$ cat config.mk
export PLATFORM = sky130hd
export DESIGN_NAME = sorted_key_list_core
export DESIGN_NICKNAME = d
export VERILOG_FILES = /design/src/rtl/skl_pkg.sv /design/src/rtl/skl_ctrl.sv /design/src/rtl/skl_dp.sv /design/src/rtl/sorted_key_list_core.sv
export SDC_FILE = /design/constraint.sdc
export NUM_CORES = 1
export LEC_CHECK = 0
export ABC_AREA = 1
export BUFFER_PORTS_ARGS = -buffer_cell sky130_fd_sc_hd__buf_2
export CAP_MARGIN = 20
export CORE_ASPECT_RATIO = 0.7
export CORE_MARGIN = 3
export CORE_UTILIZATION = 60
export DETAILED_ROUTE_END_ITERATION = 12
export PLACE_DENSITY = 0.78
export REMOVE_ABC_BUFFERS = 1
export SLEW_MARGIN = 15
export SYNTH_ARGS = -nofsm -noshare
export SYNTH_HDL_FRONTEND = slang
export SYNTH_SLANG_ARGS = --single-unit
$ cat constraint.sdc
create_clock -name i_clk -period 6.62 [get_ports i_clk]
set_clock_uncertainty 0.1 [all_clocks]
set_input_delay 0.331 -clock i_clk [delete_from_list [all_inputs] [get_ports i_clk]]
set_output_delay 0.331 -clock i_clk [all_outputs]
set_load 0.005 [all_outputs]
$ cat src/rtl/skl_pkg.sv
// Package for the sorted key list: item types, opcode and status codes,
// and the command and flag structs that join the controller and datapath.
// No dependencies.
package skl_pkg;

    localparam logic [1:0] OP_INSERT = 2'd0;
    localparam logic [1:0] OP_DELETE = 2'd1;
    localparam logic [1:0] OP_SEARCH = 2'd2;

    typedef enum logic [1:0] {
        ST_OK   = 2'd0,
        ST_MISS = 2'd1,
        ST_FULL = 2'd2
    } t_status;

    typedef struct packed {
        logic [1:0]         opcode;
        logic signed [31:0] key_value;
    } t_in_item;

    typedef struct packed {
        t_status            status;
        logic signed [31:0] key_echo;
        logic [4:0]         entry_count;
    } t_out_item;

    typedef struct packed {
        logic    load;
        logic    rd_en;
        logic    rd_prev;
        logic    wr_en;
        logic    wr_prev;
        logic    wr_key;
        logic    idx_inc;
        logic    idx_dec;
        logic    count_inc;
        logic    count_dec;
        logic    set_status;
        t_status status;
        logic    out_load;
    } t_dp_cmd;

    typedef struct packed {
        logic is_insert;
        logic is_delete;
        logic full;
        logic idx_zero;
        logic idx_at_count;
        logic key_less;
        logic key_equal;
        logic out_busy;
    } t_dp_flags;

endpackage

$ cat src/rtl/skl_ctrl.sv
// Controller of the sorted key list: sequences the scan, shift and result
// steps of one item. Depends on skl_pkg for the command and flag structs.
module skl_ctrl
    import skl_pkg::*;
(
    input  logic      i_clk,
    input  logic      i_rst_n,
    input  logic      i_in_valid,
    input  t_dp_flags i_flags,
    output t_dp_cmd   o_cmd,
    output logic      o_in_stall
);

    typedef enum logic [3:0] {
        S_IDLE,
        S_START,
        S_INS_CHK,
        S_INS_EVAL,
        S_FWD_CHK,
        S_FWD_EVAL,
        S_DEL_CHK,
        S_DEL_EVAL,
        S_DONE
    } t_state;

    t_state r_state;
    t_state n_state;

    always_comb begin
        n_state = r_state;
        o_cmd   = '0;
        o_cmd.status = ST_OK;
        unique case (r_state)
            S_IDLE: begin
                if (i_in_valid) begin
                    o_cmd.load = 1'b1;
                    n_state    = S_START;
                end
            end
            S_START: begin
                if (i_flags.is_insert) begin
                    if (i_flags.full) begin
                        o_cmd.set_status = 1'b1;
                        o_cmd.status     = ST_FULL;
                        n_state          = S_DONE;
                    end else begin
                        n_state = S_INS_CHK;
                    end
                end else begin
                    n_state = S_FWD_CHK;
                end
            end
            S_INS_CHK: begin
                if (i_flags.idx_zero) begin
                    o_cmd.wr_en      = 1'b1;
                    o_cmd.wr_key     = 1'b1;
                    o_cmd.count_inc  = 1'b1;
                    o_cmd.set_status = 1'b1;
                    o_cmd.status     = ST_OK;
                    n_state          = S_DONE;
                end else begin
                    o_cmd.rd_en   = 1'b1;
                    o_cmd.rd_prev = 1'b1;
                    n_state       = S_INS_EVAL;
                end
            end
            S_INS_EVAL: begin
                if (!i_flags.key_less) begin
                    o_cmd.wr_en   = 1'b1;
                    o_cmd.idx_dec = 1'b1;
                    n_state       = S_INS_CHK;
                end else begin
                    o_cmd.wr_en      = 1'b1;
                    o_cmd.wr_key     = 1'b1;
                    o_cmd.count_inc  = 1'b1;
                    o_cmd.set_status = 1'b1;
                    o_cmd.status     = ST_OK;
                    n_state          = S_DONE;
                end
            end
            S_FWD_CHK: begin
                if (i_flags.idx_at_count) begin
                    o_cmd.set_status = 1'b1;
                    o_cmd.status     = ST_MISS;
                    n_state          = S_DONE;
                end else begin
                    o_cmd.rd_en = 1'b1;
                    n_state     = S_FWD_EVAL;
                end
            end
            S_FWD_EVAL: begin
                if (i_flags.key_less) begin
                    o_cmd.idx_inc = 1'b1;
                    n_state       = S_FWD_CHK;
                end else if (i_flags.key_equal) begin
                    if (i_flags.is_delete) begin
                        o_cmd.idx_inc = 1'b1;
                        n_state       = S_DEL_CHK;
                    end else begin
                        o_cmd.set_status = 1'b1;
                        o_cmd.status     = ST_OK;
                        n_state          = S_DONE;
                    end
                end else begin
                    o_cmd.set_status = 1'b1;
                    o_cmd.status     = ST_MISS;
                    n_state          = S_DONE;
                end
            end
            S_DEL_CHK: begin
                if (i_flags.idx_at_count) begin
                    o_cmd.count_dec  = 1'b1;
                    o_cmd.set_status = 1'b1;
                    o_cmd.status     = ST_OK;
                    n_state          = S_DONE;
                end else begin
                    o_cmd.rd_en = 1'b1;
                    n_state     = S_DEL_EVAL;
                end
            end
            S_DEL_EVAL: begin
                o_cmd.wr_en   = 1'b1;
                o_cmd.wr_prev = 1'b1;
                o_cmd.idx_inc = 1'b1;
                n_state       = S_DEL_CHK;
            end
            S_DONE: begin
                if (!i_flags.out_busy) begin
                    o_cmd.out_load = 1'b1;
                    n_state        = S_IDLE;
                end
            end
            default: begin
                n_state = S_IDLE;
            end
        endcase
    end

    always_ff @(posedge i_clk) begin
        if (!i_rst_n) begin
            r_state <= S_IDLE;
        end else begin
            r_state <= n_state;
        end
    end

    assign o_in_stall = (r_state != S_IDLE);

endmodule

$ cat src/rtl/skl_dp.sv
// Datapath of the sorted key list: key memory, scan index, entry count,
// comparator and output register. Depends on skl_pkg; driven by skl_ctrl.
module skl_dp
    import skl_pkg::*;
#(
    parameter int CAPACITY  = 16,
    parameter int KEY_WIDTH = 32
) (
    input  logic      i_clk,
    input  logic      i_rst_n,
    input  t_in_item  i_in_item,
    input  t_dp_cmd   i_cmd,
    input  logic      i_out_stall,
    output t_dp_flags o_flags,
    output logic      o_out_valid,
    output t_out_item o_out_item
);

    localparam int AW = (CAPACITY > 1) ? $clog2(CAPACITY) : 1;
    localparam int CW = $clog2(CAPACITY + 1);
    localparam logic [CW-1:0] CAP_C = CW'(CAPACITY);

    logic [KEY_WIDTH-1:0] r_mem [CAPACITY];
    logic [KEY_WIDTH-1:0] r_rd_data;
    logic [KEY_WIDTH-1:0] r_key;
    logic [1:0]           r_op;
    logic [CW-1:0]        r_idx;
    logic [CW-1:0]        r_count;
    t_status              r_status;
    logic                 r_out_valid;
    t_out_item            r_out_item;

    logic [KEY_WIDTH+31:0] key_ext;
    logic [KEY_WIDTH+31:0] echo_ext;
    logic [CW+4:0]         count_ext;
    logic [CW-1:0]         idx_m1;
    logic [CW-1:0]         rd_idx;
    logic [CW-1:0]         wr_idx;
    logic [KEY_WIDTH-1:0]  wr_data;

    assign key_ext   = {{KEY_WIDTH{1'b0}}, i_in_item.key_value};
    assign echo_ext  = {32'b0, r_key};
    assign count_ext = {5'b0, r_count};
    assign idx_m1    = r_idx - 1'b1;
    assign rd_idx    = i_cmd.rd_prev ? idx_m1 : r_idx;
    assign wr_idx    = i_cmd.wr_prev ? idx_m1 : r_idx;
    assign wr_data   = i_cmd.wr_key ? r_key : r_rd_data;

    always_ff @(posedge i_clk) begin
        if (i_cmd.wr_en) begin
            r_mem[wr_idx[AW-1:0]] <= wr_data;
        end
        if (i_cmd.rd_en) begin
            r_rd_data <= r_mem[rd_idx[AW-1:0]];
        end
    end

    always_ff @(posedge i_clk) begin
        if (i_cmd.load) begin
            r_key <= key_ext[KEY_WIDTH-1:0];
            r_op  <= i_in_item.opcode;
            r_idx <= (i_in_item.opcode == OP_INSERT) ? r_count : '0;
        end else if (i_cmd.idx_inc) begin
            r_idx <= r_idx + 1'b1;
        end else if (i_cmd.idx_dec) begin
            r_idx <= idx_m1;
        end
        if (i_cmd.set_status) begin
            r_status <= i_cmd.status;
        end
        if (i_cmd.out_load) begin
            r_out_item.status      <= r_status;
            r_out_item.key_echo    <= echo_ext[31:0];
            r_out_item.entry_count <= count_ext[4:0];
        end
    end

    always_ff @(posedge i_clk) begin
        if (!i_rst_n) begin
            r_count     <= '0;
            r_out_valid <= 1'b0;
        end else begin
            if (i_cmd.count_inc) begin
                r_count <= r_count + 1'b1;
            end else if (i_cmd.count_dec) begin
                r_count <= r_count - 1'b1;
            end
            if (i_cmd.out_load) begin
                r_out_valid <= 1'b1;
            end else if (!i_out_stall) begin
                r_out_valid <= 1'b0;
            end
        end
    end

    assign o_flags.is_insert    = (r_op == OP_INSERT);
    assign o_flags.is_delete    = (r_op == OP_DELETE);
    assign o_flags.full         = (r_count == CAP_C);
    assign o_flags.idx_zero     = (r_idx == '0);
    assign o_flags.idx_at_count = (r_idx == r_count);
    assign o_flags.key_less     = ($signed(r_rd_data) < $signed(r_key));
    assign o_flags.key_equal    = (r_rd_data == r_key);
    assign o_flags.out_busy     = r_out_valid && i_out_stall;

    assign o_out_valid = r_out_valid;
    assign o_out_item  = r_out_item;

`ifndef SYNTHESIS
    a_count_bound: assert property (@(posedge i_clk) disable iff (!i_rst_n)
        r_count <= CAP_C)
        else $error("entry count above capacity");
    a_write_in_range: assert property (@(posedge i_clk) disable iff (!i_rst_n)
        i_cmd.wr_en |-> (wr_idx < CAP_C))
        else $error("memory write beyond capacity");
    a_no_inc_full: assert property (@(posedge i_clk) disable iff (!i_rst_n)
        i_cmd.count_inc |-> (r_count < CAP_C))
        else $error("insert stored into a full table");
    a_no_dec_empty: assert property (@(posedge i_clk) disable iff (!i_rst_n)
        i_cmd.count_dec |-> (r_count != '0))
        else $error("delete from an empty table");
    a_out_free: assert property (@(posedge i_clk) disable iff (!i_rst_n)
        i_cmd.out_load |-> !(r_out_valid && i_out_stall))
        else $error("output register overwritten while stalled");
`endif

endmodule

$ cat src/rtl/sorted_key_list_core.sv
// Top level of the sorted key list: a bounded ascending multiset of keys.
// Depends on skl_pkg, skl_ctrl and skl_dp.
//
// Usage:
// The input channel takes one item (opcode, key_value) when i_in_valid is
// high and o_in_stall is low. Opcode insert, delete or search; any other
// code acts as a search. Each item gives exactly one result item on the
// output channel, taken when o_out_valid is high and i_out_stall is low.
// Keys are held in a single-port memory in ascending order, so an item
// walks the stored keys with one memory read per key it examines. A search
// or a delete scans from the front and stops at the first key not less
// than its own, or at the end; a delete that finds its key then moves
// each later key down one place. An insert scans from the back, moving
// each key not less than the new key up one place, and stores the new
// key in the gap. A full-table insert gives its result without a scan.
// The result is loaded in the cycle before the next item can be
// accepted. Reset empties the table; no clearing pass is needed. If the
// receiver stalls, the result stays in the output register and the block
// holds the following result until that register is free.
module sorted_key_list_core
    import skl_pkg::*;
#(
    parameter int CAPACITY  = 16,
    parameter int KEY_WIDTH = 32
) (
    input  logic      i_clk,
    input  logic      i_rst_n,
    input  logic      i_in_valid,
    input  t_in_item  i_in_item,
    output logic      o_in_stall,
    output logic      o_out_valid,
    output t_out_item o_out_item,
    input  logic      i_out_stall
);

    t_dp_cmd   cmd;
    t_dp_flags flags;

    skl_ctrl u_ctrl (
        .i_clk      (i_clk),
        .i_rst_n    (i_rst_n),
        .i_in_valid (i_in_valid),
        .i_flags    (flags),
        .o_cmd      (cmd),
        .o_in_stall (o_in_stall)
    );

    skl_dp #(
        .CAPACITY  (CAPACITY),
        .KEY_WIDTH (KEY_WIDTH)
    ) u_dp (
        .i_clk       (i_clk),
        .i_rst_n     (i_rst_n),
        .i_in_item   (i_in_item),
        .i_cmd       (cmd),
        .i_out_stall (i_out_stall),
        .o_flags     (flags),
        .o_out_valid (o_out_valid),
        .o_out_item  (o_out_item)
    );

endmodule
==> impl_metrics.env <==
export IMPL_outcome="finished, final reports clean"
export IMPL_setup_slack_ns=2.28
export IMPL_cp_end_kind="flip-flop"
export IMPL_rrSetupSlack_ns=2.28
export IMPL_avgRoutedWirePerCell_um=24.6
export IMPL_fin_nets=2091
export IMPL_grtUsageTotal=0.285
export IMPL_dpl_cell_area_um2=26600
export IMPL_syn_to_final_growth_pct=11.9
export IMPL_cp_startpoint="u_dp.r_key[21]"
export IMPL_worst_skew_pair_late_latency_ns=0.60
export IMPL_start_kind="flip-flop"
export IMPL_yosysWarnings=0
export IMPL_htreeDepth=2
export IMPL_synth_top_cell_area_share=0.730
export IMPL_crit_chain="inv_1 > ha_1 > a21oi_1 > o21a_1 > nand2_1 > a21oi_1 > nand3_1 > nand3_1 > nand2_1 > inv_2 > ha_1 > nand2_1 > nand2_1 > a21oi_1 > inv_1 > or2_2 > a21oi_1 > nor2_1"
export IMPL_peakVddDrop_mv=0.368
export IMPL_setup_violations=0
export IMPL_seqCellArea_um2=18900
export IMPL_core_um2=41700
export IMPL_dp_cells=2463
export IMPL_cp_num_buf_inv=3
export IMPL_maxCapViolations=0
export IMPL_clock_sinks=634
export IMPL_yosysSeqAreaShare=0.738
export IMPL_instances_no_fill=2601
export IMPL_die_w_um=253
export IMPL_first_pass_iters=6
export IMPL_grt_ovfl_total=0
export IMPL_finalPower_mw=12.7
export IMPL_layout_min_cycle_time_ns=4.34
export IMPL_gp_congestion=0.899
export IMPL_setup_tns_ns=0
export IMPL_drt_iter0_drc=2104
export IMPL_power_density_nw_per_um2=442
export IMPL_drcViolationCount=0
export IMPL_ios=79
export IMPL_final_core_util=0.690
export IMPL_crit_fanout=34
export IMPL_drive_gt1_frac=0.112
export IMPL_multi_input_area_um2=5970
export IMPL_dieArea_um2=45300
export IMPL_hpwl_um=33200
export IMPL_grt_pass1_vias=16100
export IMPL_fmax_ghz=0.231
export IMPL_rows=62
export IMPL_routed_via_density=6.35
export IMPL_mostFrequentLayoutCell="edfxtp_1"
export IMPL_slew_headroom=0.236
export IMPL_regToRegStartpoint="u_dp.r_key[21]"
export IMPL_arrival_ns=4.72
export IMPL_hold_ws_ns=0.0562
export IMPL_required_ns=7.00
export IMPL_cts_setup_buffers=0
export IMPL_antenna_found_initial=0
export IMPL_cts_root_buffer="clkbuf_16"
export IMPL_ys_types=37
export IMPL_dpl_worst_slack_ns=1.81
export IMPL_synth_largest_area_cell="edfxtp_1"
export IMPL_ys_ff_latch=634
export IMPL_cts_made_buffers=55
export IMPL_drtAntennaViolNets=0
export IMPL_hold_class="input pin to flip-flop"
export IMPL_cp_slowest_cell="inv_2"
export IMPL_port_buffers=78
export IMPL_cts_path_max_buffers=3
export IMPL_tightest_slew_ns=1.15
export IMPL_clk_pin_slew_worst_paths_ns=0.07
export IMPL_synth_area_um2=25700
export IMPL_via_count=16500
export IMPL_drv_slew=0
export IMPL_ctsHoldBuffers=36
export IMPL_synthTopCellsByArea="edfxtp_1 73%, o21ai_0 4.3%, nor2_1 4.1%"
export IMPL_initial_utilization=0.616
export IMPL_antenna_cells=0
export IMPL_syn_inst=1915
export IMPL_syn_area_per_cell_um2=13.4
export IMPL_critical_path_top_delay_family="simple AND/OR/NAND/NOR gates"
export IMPL_finalCritPeriodShare=0.655
export IMPL_crit_type="flip-flop to flip-flop"
export IMPL_post_cts_resized=0
export IMPL_cts_tree="yes"
export IMPL_fp_dieH_um=179
export IMPL_most_common_layout_cells="624 x edfxtp_1, 262 x nor2_1, 215 x o21ai_0"
export IMPL_hold_viol=0
export IMPL_slowest_delay_ns=0.62
export IMPL_hold_start="i_in_valid"
export IMPL_drt_wl_total_um=64000
export IMPL_nFillCells=2767
export IMPL_stdcell_area_um2=28700
export IMPL_grt_start_max_net_pins=146
export IMPL_p_leak_nw=9.80
export IMPL_rsz0062_at_grt="no"
export IMPL_grt_pass1_wl_um=96000
state kept, by name, indices dropped and copies added, names as in the netlist:
name,cells
u_dp.r_mem,512
u_dp.o_out_item,39
u_dp.r_key,32
u_dp.r_rd_data,32
u_dp.r_count,5
u_dp.r_idx,5
u_ctrl.r_state,4
u_dp.r_op,2
u_dp.r_status,2
u_dp.o_out_valid,1
power by group:
part / switching [mW] / total (mW) / internal [mW]
sequential: 0.151 / 5.31 / 5.16
clock: 1.38 / 3.13 / 1.75
combinational: 3.05 / 4.25 / 1.20
total: 4.58 / 12.7 / 8.11
synth_stat cells, drive strengths merged:
| master | number |
|---|---|
| a21o | 2 |
| a21oi | 20 |
| a31o | 1 |
| buf | 94 |
| clkbuf | 18 |
| clkinv | 1 |
| dfxtp | 10 |
| edfxtp | 624 |
| fa | 1 |
| ha | 37 |
| inv | 83 |
| nand2 | 155 |
| nand3 | 57 |
| nand3b | 1 |
| nand4 | 5 |
| nor2 | 281 |
| nor3 | 8 |
| nor4 | 1 |
| o211ai | 69 |
| o21a | 2 |
| o21ai | 303 |
| o21bai | 27 |
| o221ai | 59 |
| o22ai | 43 |
| or2 | 4 |
| xnor2 | 4 |
| xor2 | 5 |
cell type report:
cell class | count | area share
flip-flops and latches | 634 | 0.659
well taps | 544 | 0.0237
inverters | 84 | 0.0112
clock inverters | 31 | 0.00897
multi-input cells | 1085 | 0.208
clock buffers | 68 | 0.0511
repair buffers | 155 | 0.0380
layer usage:
metal,up-vias,global-route usage,share of wire
li1,7342,-,-
met1,8014,0.407,0.39
met2,997,0.449,0.47
met3,170,0.0512,0.11
met4,0,0.101,0.034
met5,-,0,0
worst reg2reg max path, cell delays in order, from the launching register on:
cell      delay, ns
edfxtp_1       0.43
inv_1          0.10
ha_1           0.24
a21oi_1        0.23
o21a_1         0.14
nand2_1        0.12
a21oi_1        0.39
nand3_1        0.20
nand3_1        0.15
nand2_1        0.21
inv_2          0.62
ha_1           0.42
nand2_1        0.09
nand2_1        0.05
a21oi_1        0.15
inv_1          0.08
or2_2          0.31
a21oi_1        0.14
nor2_1         0.06
kinds of logic after synthesis:
| group | synth area share |
|---|---|
| xor gates and xnor gates | 0.00307 |
| buffers and inverters | 0.0365 |
| adders and majority gates | 0.0188 |
| DFF | 0.738 |
| AOI/OAI and AO/OA | 0.123 |
| and+or+nand+nor | 0.0806 |
worst paths after layout:
| check | endpoint | cells after the start |
|---|---|---|
| max | u_dp.r_count[4] | 18 |
| min | u_ctrl.r_state[0] | 3 |
| max reg2reg | u_dp.r_count[4] | 18 |
| min reg2reg | u_dp.o_out_item[37] | 0 |
No activity file was read; power rests on OpenSTA's default activity.
